File: config.mk
export PLATFORM = sky130hd
export DESIGN_NAME = nmea_sentence_checksum_framer
export DESIGN_NICKNAME = d
export VERILOG_FILES = /design/src/rtl/core/nmsc_pkg.sv /design/src/rtl/core/nmsc_line_tracker.sv /design/src/rtl/core/nmsc_result_reg.sv /design/src/rtl/core/nmea_sentence_checksum_framer.sv
export SDC_FILE = /design/constraint.sdc
export NUM_CORES = 1
export LEC_CHECK = 0
export BUFFER_PORTS_ARGS = -buffer_cell sky130_fd_sc_hd__buf_2
export CAP_MARGIN = 15
export CORE_MARGIN = 3
export CORE_UTILIZATION = 55
export DETAILED_ROUTE_END_ITERATION = 16
export PLACE_DENSITY = 0.74
export SYNTH_ARGS = -nofsm -noshare
export SYNTH_HDL_FRONTEND = slang
export SYNTH_SLANG_ARGS = --single-unit
File: constraint.sdc
create_clock -name clk_i -period 6.75 [get_ports clk_i]
set_input_delay 1.35 -clock clk_i [delete_from_list [all_inputs] [get_ports clk_i]]
set_output_delay 1.35 -clock clk_i [all_outputs]
set_load 0.01 [all_outputs]
File: src/rtl/core/nmsc_pkg.sv
package nmsc_pkg;

  localparam int DEF_LINE_LIMIT = 127;
  localparam int DEF_MAX_FIELDS = 20;

  localparam logic [7:0] CHAR_LF     = 8'h0A;
  localparam logic [7:0] CHAR_CR     = 8'h0D;
  localparam logic [7:0] CHAR_BANG   = 8'h21;
  localparam logic [7:0] CHAR_DOLLAR = 8'h24;
  localparam logic [7:0] CHAR_STAR   = 8'h2A;
  localparam logic [7:0] CHAR_COMMA  = 8'h2C;

  localparam logic [3:0] KIND_OTHER = 4'd0;
  localparam logic [3:0] KIND_MWV   = 4'd1;
  localparam logic [3:0] KIND_RMC   = 4'd2;
  localparam logic [3:0] KIND_GGA   = 4'd3;
  localparam logic [3:0] KIND_VTG   = 4'd4;
  localparam logic [3:0] KIND_HDG   = 4'd5;
  localparam logic [3:0] KIND_HDT   = 4'd6;
  localparam logic [3:0] KIND_XDR   = 4'd7;
  localparam logic [3:0] KIND_VDM   = 4'd8;

  typedef struct packed {
    logic       checksum_ok;
    logic [3:0] sentence_kind;
    logic [4:0] field_count;
    logic [6:0] line_length;
  } nmsc_result_t;

  typedef struct packed {
    logic       is_hex;
    logic [3:0] nibble;
  } hex_digit_t;

  function automatic hex_digit_t hex_digit(input logic [7:0] c);
    hex_digit_t r;
    r = '{is_hex: 1'b0, nibble: 4'd0};
    if (c inside {[8'h30:8'h39]}) begin
      r.is_hex = 1'b1;
      r.nibble = 4'(c - 8'h30);
    end else if (c inside {[8'h41:8'h46]}) begin
      r.is_hex = 1'b1;
      r.nibble = 4'(c - 8'h41 + 8'd10);
    end else if (c inside {[8'h61:8'h66]}) begin
      r.is_hex = 1'b1;
      r.nibble = 4'(c - 8'h61 + 8'd10);
    end
    return r;
  endfunction

  function automatic logic [3:0] kind_of_tag(input logic [23:0] tag);
    logic [3:0] k;
    case (tag)
      "MWV":   k = KIND_MWV;
      "RMC":   k = KIND_RMC;
      "GGA":   k = KIND_GGA;
      "VTG":   k = KIND_VTG;
      "HDG":   k = KIND_HDG;
      "HDT":   k = KIND_HDT;
      "XDR":   k = KIND_XDR;
      "VDM":   k = KIND_VDM;
      "VDO":   k = KIND_VDM;
      default: k = KIND_OTHER;
    endcase
    return k;
  endfunction

endpackage

File: src/rtl/core/nmsc_line_tracker.sv
module nmsc_line_tracker #(
  parameter int LINE_LIMIT = nmsc_pkg::DEF_LINE_LIMIT,
  parameter int MAX_FIELDS = nmsc_pkg::DEF_MAX_FIELDS
) (
  input  logic                  clk_i,
  input  logic                  rst_ni,
  input  logic                  fire_i,
  input  logic [7:0]            byte_i,
  output logic                  done_o,
  output nmsc_pkg::nmsc_result_t result_o
);

  localparam int CntW = $clog2(LINE_LIMIT + 1);

  logic [CntW-1:0] char_count_q, char_count_d;
  logic [7:0]      xor_sum_q, xor_sum_d;
  logic            star_seen_q, star_seen_d;
  logic [1:0]      after_star_count_q, after_star_count_d;
  logic [7:0]      hex_value_q, hex_value_d;
  logic            hex_open_q, hex_open_d;
  logic            lead_ok_q, lead_ok_d;
  logic            tag_open_q, tag_open_d;
  logic [2:0]      tag_length_q, tag_length_d;
  logic [2:0]      star_tag_len_q, star_tag_len_d;
  logic [23:0]     type_chars_q, type_chars_d;
  logic [4:0]      comma_count_q, comma_count_d;

  logic                 is_eol;
  logic                 is_star;
  logic                 is_comma;
  nmsc_pkg::hex_digit_t digit;
  logic [2:0]           kind_len;

  assign is_eol   = (byte_i == nmsc_pkg::CHAR_LF) || (byte_i == nmsc_pkg::CHAR_CR);
  assign is_star  = (byte_i == nmsc_pkg::CHAR_STAR);
  assign is_comma = (byte_i == nmsc_pkg::CHAR_COMMA);
  assign digit    = nmsc_pkg::hex_digit(byte_i);
  assign done_o   = is_eol && (char_count_q != '0);

  always_comb begin
    char_count_d       = char_count_q;
    xor_sum_d          = xor_sum_q;
    star_seen_d        = star_seen_q;
    after_star_count_d = after_star_count_q;
    hex_value_d        = hex_value_q;
    hex_open_d         = hex_open_q;
    lead_ok_d          = lead_ok_q;
    tag_open_d         = tag_open_q;
    tag_length_d       = tag_length_q;
    star_tag_len_d     = star_tag_len_q;
    type_chars_d       = type_chars_q;
    comma_count_d      = comma_count_q;
    if (fire_i) begin
      if (is_eol) begin
        char_count_d       = '0;
        xor_sum_d          = '0;
        star_seen_d        = 1'b0;
        after_star_count_d = '0;
        hex_value_d        = '0;
        hex_open_d         = 1'b1;
        lead_ok_d          = 1'b0;
        tag_open_d         = 1'b1;
        tag_length_d       = '0;
        star_tag_len_d     = '0;
        type_chars_d       = '0;
        comma_count_d      = '0;
      end else if (char_count_q < CntW'(LINE_LIMIT)) begin
        if (char_count_q == '0) begin
          lead_ok_d = (byte_i == nmsc_pkg::CHAR_DOLLAR) || (byte_i == nmsc_pkg::CHAR_BANG);
        end
        if (!star_seen_q) begin
          if (is_star) begin
            star_seen_d = 1'b1;
            if (tag_open_q) begin
              star_tag_len_d = tag_length_q;
            end
          end else if (char_count_q != '0) begin
            xor_sum_d = xor_sum_q ^ byte_i;
          end
        end else begin
          if (after_star_count_q != 2'd3) begin
            after_star_count_d = after_star_count_q + 2'd1;
          end
          if (hex_open_q) begin
            if (digit.is_hex) begin
              hex_value_d = {hex_value_q[3:0], digit.nibble};
            end else begin
              hex_open_d = 1'b0;
            end
          end
        end
        if (tag_open_q) begin
          if (is_comma) begin
            tag_open_d = 1'b0;
          end else begin
            if (char_count_q == CntW'(3)) type_chars_d[23:16] = byte_i;
            if (char_count_q == CntW'(4)) type_chars_d[15:8]  = byte_i;
            if (char_count_q == CntW'(5)) type_chars_d[7:0]   = byte_i;
            if (tag_length_q != 3'd7) begin
              tag_length_d = tag_length_q + 3'd1;
            end
          end
        end
        if (is_comma && (comma_count_q < 5'(MAX_FIELDS - 1))) begin
          comma_count_d = comma_count_q + 5'd1;
        end
        char_count_d = char_count_q + CntW'(1);
      end
    end
  end

  always_ff @(posedge clk_i or negedge rst_ni) begin
    if (!rst_ni) begin
      char_count_q       <= '0;
      xor_sum_q          <= '0;
      star_seen_q        <= 1'b0;
      after_star_count_q <= '0;
      hex_value_q        <= '0;
      hex_open_q         <= 1'b1;
      lead_ok_q          <= 1'b0;
      tag_open_q         <= 1'b1;
      tag_length_q       <= '0;
      star_tag_len_q     <= '0;
      type_chars_q       <= '0;
      comma_count_q      <= '0;
    end else begin
      char_count_q       <= char_count_d;
      xor_sum_q          <= xor_sum_d;
      star_seen_q        <= star_seen_d;
      after_star_count_q <= after_star_count_d;
      hex_value_q        <= hex_value_d;
      hex_open_q         <= hex_open_d;
      lead_ok_q          <= lead_ok_d;
      tag_open_q         <= tag_open_d;
      tag_length_q       <= tag_length_d;
      star_tag_len_q     <= star_tag_len_d;
      type_chars_q       <= type_chars_d;
      comma_count_q      <= comma_count_d;
    end
  end

  assign kind_len = (tag_open_q && star_seen_q) ? star_tag_len_q : tag_length_q;

  always_comb begin
    result_o.checksum_ok   = lead_ok_q && star_seen_q && (after_star_count_q >= 2'd2) &&
                             (xor_sum_q == hex_value_q);
    result_o.sentence_kind = (lead_ok_q && (kind_len == 3'd6)) ?
                             nmsc_pkg::kind_of_tag(type_chars_q) : nmsc_pkg::KIND_OTHER;
    result_o.field_count   = comma_count_q + 5'd1;
    result_o.line_length   = 7'(char_count_q);
  end

endmodule

File: src/rtl/core/nmsc_result_reg.sv
module nmsc_result_reg (
  input  logic                   clk_i,
  input  logic                   rst_ni,
  input  logic                   load_i,
  input  nmsc_pkg::nmsc_result_t result_i,
  input  logic                   stall_i,
  output logic                   valid_o,
  output nmsc_pkg::nmsc_result_t result_o
);

  logic                   valid_q, valid_d;
  nmsc_pkg::nmsc_result_t result_q;

  assign valid_d = load_i || (valid_q && stall_i);

  always_ff @(posedge clk_i or negedge rst_ni) begin
    if (!rst_ni) begin
      valid_q <= 1'b0;
    end else begin
      valid_q <= valid_d;
    end
  end

  always_ff @(posedge clk_i) begin
    if (load_i) begin
      result_q <= result_i;
    end
  end

  assign valid_o  = valid_q;
  assign result_o = result_q;

endmodule

File: src/rtl/core/nmea_sentence_checksum_framer.sv
// NMEA 0183 line framer: takes one received byte per cycle while the input is not stalled,
// frames lines on CR or LF and, for each non-empty line, returns the checksum verdict,
// sentence kind, capped field count and kept length. The path is an input register, a
// single update of the running line state (XOR, small counters, tag capture) and a result
// register, so a line's result reaches the output through the input register and then the
// result register. Input stall rises only when the end of a non-empty line reaches the input
// register while the previous result is still stalled at the output.
module nmea_sentence_checksum_framer #(
  parameter int LINE_LIMIT = nmsc_pkg::DEF_LINE_LIMIT,
  parameter int MAX_FIELDS = nmsc_pkg::DEF_MAX_FIELDS
) (
  input  logic       clk_i,
  input  logic       rst_ni,
  input  logic       in_valid_i,
  output logic       in_stall_o,
  input  logic [7:0] in_byte_i,
  output logic       out_valid_o,
  input  logic       out_stall_i,
  output logic       checksum_ok_o,
  output logic [3:0] sentence_kind_o,
  output logic [4:0] field_count_o,
  output logic [6:0] line_length_o
);

  logic                   in_valid_q, in_valid_d;
  logic [7:0]             in_byte_q;
  logic                   in_accept;
  logic                   advance;
  logic                   fire;
  logic                   done;
  nmsc_pkg::nmsc_result_t line_result;
  nmsc_pkg::nmsc_result_t out_result;

  assign advance    = !(in_valid_q && done && out_valid_o && out_stall_i);
  assign fire       = in_valid_q && advance;
  assign in_stall_o = !advance;
  assign in_accept  = in_valid_i && advance;
  assign in_valid_d = advance ? in_valid_i : in_valid_q;

  always_ff @(posedge clk_i or negedge rst_ni) begin
    if (!rst_ni) begin
      in_valid_q <= 1'b0;
    end else begin
      in_valid_q <= in_valid_d;
    end
  end

  always_ff @(posedge clk_i) begin
    if (in_accept) begin
      in_byte_q <= in_byte_i;
    end
  end

  nmsc_line_tracker #(
    .LINE_LIMIT(LINE_LIMIT),
    .MAX_FIELDS(MAX_FIELDS)
  ) u_tracker (
    .clk_i   (clk_i),
    .rst_ni  (rst_ni),
    .fire_i  (fire),
    .byte_i  (in_byte_q),
    .done_o  (done),
    .result_o(line_result)
  );

  nmsc_result_reg u_result (
    .clk_i   (clk_i),
    .rst_ni  (rst_ni),
    .load_i  (fire && done),
    .result_i(line_result),
    .stall_i (out_stall_i),
    .valid_o (out_valid_o),
    .result_o(out_result)
  );

  assign checksum_ok_o   = out_result.checksum_ok;
  assign sentence_kind_o = out_result.sentence_kind;
  assign field_count_o   = out_result.field_count;
  assign line_length_o   = out_result.line_length;

endmodule

==> flow_summary_export.csv, run 1 <==
group,metric,value,unit
run_status,status,"complete, no violations",
clock_network,cts_hold_buf,0,
critical_path,rr_endpoint,"u_tracker.type_chars_q[15]",
placement,io_buffer_count,30,
logic_synthesis,ys_types,60,
critical_path,required,5400,ps
floorplanning,start_util,0.581,
finish,drive_gt1_frac,0.196,
timing,fin_crit_sh,0.622,
drt,viasPerCell,6.05,
placement,place_congestion,0.873,
logic_synthesis,synth-seq-cells,91,
drt,wl,9340,um
power_and_ir_drop,vdd_ir_drop_max,153,uV
clock_network,clock_path_buffers,2,
global_routing,grt_first_pass_wirelength,15800,um
timing,fmax,238,MHz
global_routing,grt_max_degree,67,
logic_synthesis,yosysSeqAreaShare,0.525,
floorplanning,rows,32,
min_path,holdPathStages,1,
logic_synthesis,synthFlopType,"dfrtp_1",
clock_network,clkSinkCount,91,
min_path,whs_endpoint,"u_tracker.xor_sum_q[3]",
timing,worstMarginPinSlew,1160,ps
global_routing,overflow,0,
timing,slew_violations,0,
floorplanning,core,7890,um2
global_routing,grt_pass1_vias,3038,
power_and_ir_drop,cellPowerDensity,282,nW/um2
critical_path,critPathKind,"reg -> out",
clock_network,htree_levels,3,
min_path,hp-start,"u_tracker.xor_sum_q[3]",
drt,ant_nets,0,
logic_synthesis,yosysTopAreaCell,"dfrtp_1",
timing,period_minus_slack,4200,ps
logic_synthesis,yosysWarnings,0,
timing,rsz0062_at_grt,"no",
finish,num_antenna_cells,0,
placement,hpwl,6650,um
floorplanning,ios,31,
clock_network,cts_setup_buffers,0,
logic_synthesis,avgSynthCellArea,11.5,um2
critical_path,cp_max_fo,12,
flow_run,maxCapViolations,0,
timing,hold_viol,0,
floorplanning,die_y,97.3,um
logic_synthesis,netlist_area,4580,um2
critical_path,worst_r2r_path_depth,5,
logic_synthesis,synth_simple_gate_area_frac,0.177,
logic_synthesis,synth_nets,422,
logic_synthesis,synthTopCellsByArea,"dfrtp_1 35%, edfxtp_1 16%, mux2_4 5.2%, ha_1 3.6%, mux2i_1 3.3%",
clock_network,cts_root_buf,"clkbuf_8",
logic_synthesis,synth_top_family_by_area,"simple AND/OR/NAND/NOR gates",
clock_network,cts_tree,"done",
timing,slew_headroom,0.223,
finish,design_area,5030,um2
min_path,worstHoldPathType,"reg -> reg",
logic_synthesis,synth_xor_area_frac,0.0229,
clock_network,clk_latency,350,ps
placement,place_area,4820,um2
drt,dr.pass1.iters,5,
logic_synthesis,synthAdderAreaFrac,0.0355,
logic_synthesis,synth-edff-count,25,
drt,wl_per_cell,17.5,um
timing,worst_clock_skew,8.64,ps
drt,via_count,3237,
critical_path,cp-start-kind,"register",
timing,setup_violations,0,
floorplanning,die-area,9460,um2
clock_network,cts_buffers,9,
global_routing,antenna_found_initial,0,
clock_network,ctsResizeCount,0,
logic_synthesis,async_reset_ff_frac,0.725,
finish,area_delta_synth_final,9.72,%
critical_path,cp.arrival,2850,ps
critical_path,reg2reg_slack,3380,ps
logic_synthesis,synth_compound_area_frac,0.0981,
power_and_ir_drop,power.leakage,2.20,nW
logic_synthesis,synth_top_area_frac,0.350,
global_routing,grt_use_total,0.207,
logic_synthesis,synthMuxAreaShare,0.110,
floorplanning,die_w,97.3,um
drt,route.detailed.drc,0,
timing,setup_tns,0,ps
critical_path,r2r_start,"in_byte_q[4]",
drt,dr.first_iter.drc_count,186,
critical_path,crit_path_end_kind,"output port",
logic_synthesis,synthesis.instances,397,
finish,final_nets,453,
clock_network,clk_pin_slew,90,ps
## registers in the layout, summed over array words and instances, names as in the netlist, 2 cells and up
signal / cells
u_tracker.after_star_count_q: 2
u_tracker.tag_length_q: 3
u_tracker.star_tag_len_q: 3
u_tracker.comma_count_q: 5
u_tracker.xor_sum_q: 8
in_byte_q: 8
u_tracker.hex_value_q: 8
u_result.result_o: 17
u_tracker.type_chars_q: 24
u_tracker.char_count_q: 7
## metal layers
layer  GRT usage  up-vias  share of wire
li1            -     1517              -
met2       0.304      121           0.45
met3      0.0345       24          0.055
met4      0.0788        0          0.025
met1       0.310     1575           0.47
met5           0        -              0
## cells in the mapped netlist, drive strengths merged (2+ instances only)
cell type / instances
o211ai: 9
nand3b: 3
nand3: 16
inv: 23
nor3b: 2
o2111ai: 2
a21bo: 3
buf: 5
a22o: 2
dfstp: 2
nor2: 14
xnor2: 11
a211o: 2
mux2i: 15
and2: 7
ha: 13
o31ai: 8
nand4b: 3
nand2: 34
dfrtp: 64
nand2b: 9
and4: 2
nand4: 6
clkbuf: 8
nor2b: 3
a21oi: 12
a41oi: 2
or2: 3
nor4b: 7
or3: 8
nor4: 4
o21ai: 10
mux2: 26
a31oi: 3
nor4bb: 3
edfxtp: 25
nor3: 12
## how the worst max path moves through the flow
| stage | cells after the start | to | from | slack [ps] |
|---|---|---|---|---|
| final | 5 | in_stall_o | in_byte_q[4] | 2550 |
| after global routing | 5 | in_stall_o | in_byte_q[4] | 2440 |
| after CTS | 5 | in_stall_o | in_byte_q[4] | 2560 |
| after detailed placement | 5 | in_stall_o | in_byte_q[4] | 2960 |
| after global placement | 5 | in_stall_o | in_byte_q[4] | 3030 |
| after floorplan | 5 | in_stall_o | in_byte_q[4] | 3430 |
## report_power, final
| group | switching (mW) | leakage, nW | internal, mW | total, mW |
|---|---|---|---|---|
| clock | 0.193 | 0.0922 | 0.183 | 0.376 |
| combinational | 0.127 | 1.06 | 0.135 | 0.262 |
| sequential | 0.109 | 1.05 | 0.669 | 0.777 |
## worst max-delay path, cell delays in order, from the launching register on
cell	delay (ps)
edfxtp_1	500
or4b_1	710
or3_1	620
or3_1	470
inv_1	70
buf_2	130
## cells in the final DEF (no fill, tap or decap), types with 8 or more instances in the layout
master,instances
mux2i_1,15
nand2b_1,9
a21oi_1,12
nand3_1,16
o31ai_1,8
nand2_1,34
inv_1,23
edfxtp_1,25
or3_1,8
o21ai_0,10
mux2_4,16
nor2_1,14
o211ai_1,9
mux2_2,10
buf_2,30
clkbuf_8,10
ha_1,13
nor3_1,11
xnor2_1,11
dfrtp_1,64
## cell type report
class,count,area (um2)
Clock buffer,11,141
Clock inverter,5,61.3
Tap cell,102,128
Timing Repair Buffer,33,173
Multi-Input combinational cell,270,2030
Sequential cell,91,2400
Fill cell,628,2860
Inverter,23,86.3
## per-stage QoR
stage | setup slack, ps | utilization | std cells | hold slack [ps] | total power, mW
final | 2550 | 0.637 | 535 | 511 | 1.42
after global routing | 2440 | 0.637 | 535 | 532 | 1.51
after CTS | 2560 | 0.637 | 535 | 510 | 1.42
after detailed placement | 2960 | 0.612 | 519 | 490 | 1.05
after global placement | 3030 | 0.612 | 519 | 489 | 1.03
after floorplan | 3430 | - | 397 | 423 | 0.963
## logic make-up (layout without fill, tap and decap cells)
logic type / Yosys count / after routing
AOI/OAI and AO/OA: 64 / 64
xor gates and xnor gates: 12 / 12
buffers and inverters: 36 / 72
muxes: 41 / 41
DFF: 91 / 91
and+or+nand+nor: 140 / 140
adders and majority gates: 13 / 13
Note: power is estimated with default switching activity, not from simulation.
==> run 2: changes to the inputs <==
--- a/config.mk
+++ b/config.mk
@@ -8,9 +8,9 @@
 export BUFFER_PORTS_ARGS = -buffer_cell sky130_fd_sc_hd__buf_2
 export CAP_MARGIN = 15
 export CORE_MARGIN = 3
-export CORE_UTILIZATION = 55
+export CORE_UTILIZATION = 54
 export DETAILED_ROUTE_END_ITERATION = 16
-export PLACE_DENSITY = 0.74
+export PLACE_DENSITY = 0.75
 export SYNTH_ARGS = -nofsm -noshare
 export SYNTH_HDL_FRONTEND = slang
 export SYNTH_SLANG_ARGS = --single-unit
==> constraint.sdc (replaced) <==
create_clock -name clk_i -period 3.7 [get_ports clk_i]
set_input_delay 0.74 -clock clk_i [delete_from_list [all_inputs] [get_ports clk_i]]
set_output_delay 0.74 -clock clk_i [all_outputs]
set_load 0.01 [all_outputs]
==> flow_summary_export.csv, run 2 (synthesized netlist as in run 1, its figures left out) <==
group,metric,value,unit
run_status,status,"complete, no violations",
finish,instances_no_fill,538,
global_routing,grt_use_total,0.199,
finish,layout_common_cells,"64 x dfrtp_1, 34 x nand2_1, 30 x buf_2, 25 x edfxtp_1, 23 x inv_1",
power_and_ir_drop,comb_power_share,0.189,
clock_network,htree_levels,3,
placement,io_buffer_count,30,
floorplanning,rows,32,
placement,dp_cells,522,
critical_path,critPathKind,"reg -> out",
power_and_ir_drop,vdd_ir_drop_max,292,uV
power_and_ir_drop,cellPowerDensity,500,nW/um2
critical_path,required,2960,ps
flow_run,maxCapViolations,0,
clock_network,ctsResizeCount,0,
finish,num_antenna_cells,0,
drt,via_count,3157,
power_and_ir_drop,switching_share,0.312,
clock_network,cts_tree,"done",
finish,final_nets,456,
clock_network,clock_path_buffers,2,
global_routing,overflow,0,
floorplanning,ios,31,
drt,viasPerCell,5.87,
timing,slew_headroom,0.229,
drt,wl_per_cell,17.4,um
clock_network,cts_hold_buf,0,
critical_path,cp.arrival,2670,ps
timing,fmax,294,MHz
drt,dr.first_iter.drc_count,178,
critical_path,crit_path_end_kind,"output port",
drt,route.detailed.drc,0,
clock_network,clk_pin_slew,80,ps
floorplanning,die_y,98.1,um
floorplanning,start_util,0.575,
power_and_ir_drop,switching_power,0.784,mW
clock_network,cts_buffers,9,
power_and_ir_drop,p_total,2.51,mW
finish,drive_gt1_frac,0.204,
power_and_ir_drop,p_clk_frac,0.247,
timing,setup_violations,0,
floorplanning,core,7970,um2
clock_network,clkSinkCount,91,
timing,rsz0062_at_grt,"no",
finish,area_delta_synth_final,9.64,%
timing,worst_clock_skew,8.91,ps
clock_network,clk_latency,360,ps
timing,period_minus_slack,3410,ps
clock_network,cts_setup_buffers,0,
power_and_ir_drop,power.leakage,2.23,nW
floorplanning,die_w,98.1,um
timing,hold_viol,0,
critical_path,cp_max_fo,7,
power_and_ir_drop,p_seq_frac,0.565,
finish,largest_reg_flops,24,
power_and_ir_drop,intPower,1.73,mW
timing,fin_crit_sh,0.921,
placement,place_congestion,0.901,
drt,ant_nets,0,
timing,worstMarginPinSlew,1150,ps
timing,setup_tns,0,ps
drt,dr.pass1.iters,5,
timing,slew_violations,0,
drt,wl,9360,um
global_routing,antenna_found_initial,0,
floorplanning,die-area,9620,um2
clock_network,cts_root_buf,"clkbuf_8",
finish,layout_commonest_cell,"dfrtp_1",
global_routing,grt_first_pass_wirelength,15300,um
min_path,worstHoldPathType,"reg -> reg",
placement,hpwl,6790,um
global_routing,grt_pass1_vias,2995,
global_routing,grt_max_degree,67,
critical_path,cp-start-kind,"register",
finish,top_register,"u_tracker.type_chars_q",
finish,nFillCells,629,
==> run 2: worst max-delay path, cell delays in order, from the launching register on <==
cell and delay (ps):
edfxtp_1 510, or4b_1 710, or3_1 450, or3_1 450
inv_1 70, buf_2 120
==> run 2: per-layer routing <==
| metal | vias to the layer above | track usage | share of wire |
|---|---|---|---|
| li1 | 1526 | - | - |
| met4 | 0 | 0.0767 | 0.020 |
| met2 | 88 | 0.292 | 0.45 |
| met3 | 15 | 0.0414 | 0.048 |
| met5 | - | 0 | 0 |
| met1 | 1528 | 0.293 | 0.48 |
==> run 2: cell type report <==
type                    count  area (um2)  area share
inverters                  23        86.3      0.0172
clock inverters             6        38.8     0.00772
clock buffers              10         138      0.0274
repair buffers             36         195      0.0389
multi-input cells         270        2030       0.405
flip-flops and latches     91        2400       0.479
well taps                 102         128      0.0254
==> run 2: final timing paths <==
path / depth (start not counted) / slack [ps] / to / from
hold / removal: 1 / 500 / u_tracker.xor_sum_q[1] / u_tracker.xor_sum_q[1]
max in group asynchronous: 2 / 2600 / u_tracker.type_chars_q[20] / rst_ni
min in group asynchronous: 2 / 550 / u_tracker.comma_count_q[0] / rst_ni
hold reg to reg: 1 / 500 / u_tracker.xor_sum_q[1] / u_tracker.xor_sum_q[1]
setup reg to reg: 5 / 550 / u_tracker.type_chars_q[2] / in_byte_q[7]
setup / recovery: 5 / 290 / in_stall_o / in_byte_q[7]
==> run 2: metrics by stage <==
stage               utilization  area [um2]  hold WS, ps  worst slack (ps)
global placement          0.608        4850          493               712
CTS                       0.630        5020          509               317
finish                    0.630        5020          504               294
global route              0.630        5020          534               186
detailed placement        0.608        4850          497               594
floorplan                     -        4580          423               845
==> run 2: power by group through the flow <==
stage / registers, mW / clock network (mW) / logic (mW)
after floorplan: 1.37 / 0 / 0.391
after global placement: 1.42 / 0 / 0.451
after detailed placement: 1.44 / 0 / 0.476
after CTS: 1.42 / 0.637 / 0.479
after global routing: 1.45 / 0.676 / 0.541
final: 1.42 / 0.620 / 0.474
==> run 3: changes to the inputs <==
--- a/config.mk
+++ b/config.mk
@@ -7,7 +7,6 @@
 export LEC_CHECK = 0
 export BUFFER_PORTS_ARGS = -buffer_cell sky130_fd_sc_hd__buf_2
 export CAP_MARGIN = 15
-export CORE_MARGIN = 3
 export CORE_UTILIZATION = 54
 export DETAILED_ROUTE_END_ITERATION = 16
 export PLACE_DENSITY = 0.75
==> flow_summary_export.csv, run 3 (synthesized netlist as in run 1, its figures left out) <==
group,metric,value,unit
timing,setup_tns,0,ps
drt,route.detailed.drc,0,
clock_network,clock_path_buffers,2,
finish,seqCellArea,2400,um2
run_status,status,"complete, no violations",
drt,wl_per_cell,17.4,um
clock_network,clk_pin_slew,90,ps
finish,nFillCells,690,
critical_path,critPathKind,"reg -> out",
floorplanning,core,8220,um2
critical_path,cpMostUsedCell,"or3_1",
timing,setup_violations,0,
clock_network,cts_buffers,9,
drt,ant_nets,0,
global_routing,grt_use_total,0.233,
clock_network,clk_latency,360,ps
floorplanning,die-area,8850,um2
clock_network,cts_hold_buf,0,
critical_path,critPathMaxStageDelay,720,ps
power_and_ir_drop,cellPowerDensity,517,nW/um2
finish,layout_common_cells,"64 x dfrtp_1, 34 x nand2_1, 30 x buf_2, 25 x edfxtp_1, 23 x inv_1",
clock_network,cts_setup_buffers,0,
placement,hpwl,6760,um
timing,rsz0062_at_grt,"no",
critical_path,crit_path_end_kind,"output port",
drt,via_count,3190,
finish,largest_reg_flops,24,
power_and_ir_drop,power.leakage,2.25,nW
timing,fmax,299,MHz
floorplanning,die_w,94.1,um
critical_path,cpMaxStageDelayCell,"or4b_1",
timing,slew_headroom,0.274,
finish,multi_input_area,2030,um2
finish,final_nets,458,
global_routing,overflow,0,
critical_path,crit_buf_inv,2,
clock_network,clkSinkCount,91,
global_routing,grt_pass1_vias,3167,
critical_path,worst_r2r_path_depth,5,
critical_path,path_cells,"or4b_1 -> or3_1 -> or3_1 -> inv_1 -> buf_2",
drt,dr.first_iter.drc_count,271,
timing,period_minus_slack,3350,ps
critical_path,required,2960,ps
timing,fin_crit_sh,0.905,
power_and_ir_drop,vdd_ir_drop_max,214,uV
critical_path,cp.depth,5,
finish,instances_no_fill,543,
global_routing,antenna_found_initial,0,
clock_network,cts_tree,"done",
placement,dp_cells,527,
drt,dr.pass1.iters,5,
drt,viasPerCell,5.87,
finish,layout_commonest_cell,"dfrtp_1",
flow_run,maxCapViolations,0,
critical_path,cp_max_fo,7,
clock_network,cts_root_buf,"clkbuf_8",
min_path,worstHoldPathType,"in -> async",
global_routing,grt_first_pass_wirelength,15700,um
critical_path,cp-start-kind,"register",
finish,drive_gt1_frac,0.201,
floorplanning,start_util,0.557,
timing,slew_violations,0,
placement,io_buffer_count,30,
clock_network,ctsResizeCount,0,
timing,worst_clock_skew,12.8,ps
global_routing,grt_max_degree,35,
finish,top_register,"u_tracker.type_chars_q",
floorplanning,rows,33,
critical_path,reg2reg_slack,620,ps
floorplanning,die_y,94.1,um
finish,area_delta_synth_final,10.8,%
finish,num_antenna_cells,0,
placement,place_congestion,0.877,
drt,wl,9470,um
critical_path,critPathTopFamily,"simple AND/OR/NAND/NOR gates",
timing,hold_viol,0,
clock_network,htree_levels,3,
timing,worstMarginPinSlew,1090,ps
critical_path,cp.arrival,2610,ps
floorplanning,ios,31,
## run 3: layout make-up
cell class	count	share of cell area
Clock buffer	10	0.0252
Clock inverter	6	0.0160
Inverter	23	0.0170
Multi-Input combinational cell	270	0.400
Sequential cell	91	0.474
Tap cell	105	0.0259
Timing Repair Buffer	38	0.0414
## run 3: per-stage QoR
step                      total power [mW]  hold slack [ps]  cell area (um2)   util  setup WS, ps
final                                 2.62              473             5070  0.617           351
after global routing                  2.76              520             5070  0.617           249
after CTS                             2.63              477             5070  0.617           358
after detailed placement              1.91              487             4860  0.592           669
after global placement                1.88              492             4860  0.592           776
after floorplan                       1.76              423             4580      -           845
## run 3: final timing paths
path	from	end
min in group clk_i	u_tracker.type_chars_q[6]	u_tracker.type_chars_q[6]
max	in_byte_q[4]	in_stall_o
max in group asynchronous	rst_ni	u_tracker.char_count_q[0]
max reg2reg	in_byte_q[4]	u_tracker.type_chars_q[13]
min reg2reg	u_tracker.type_chars_q[6]	u_tracker.type_chars_q[6]
min	rst_ni	u_tracker.hex_value_q[7]
## run 3: worst register-to-register path: stages (launching register included)
cell and delay, ps:
edfxtp_1 480, or4b_1 720, nor4b_4 460, mux2i_1 460
or3_1 510, mux2_4 350
## run 3: power breakdown
part | internal [mW] | switching (mW) | total, mW
logic | 0.249 | 0.230 | 0.478
clock network | 0.377 | 0.344 | 0.721
registers | 1.22 | 0.202 | 1.42
## run 3: layer usage
| layer | track usage | part of all wire | up-vias |
|---|---|---|---|
| met5 | 0 | 0 | - |
| met1 | 0.319 | 0.47 | 1551 |
| li1 | - | - | 1530 |
| met4 | 0.0897 | 0.019 | 0 |
| met3 | 0.0372 | 0.046 | 16 |
| met2 | 0.372 | 0.47 | 93 |
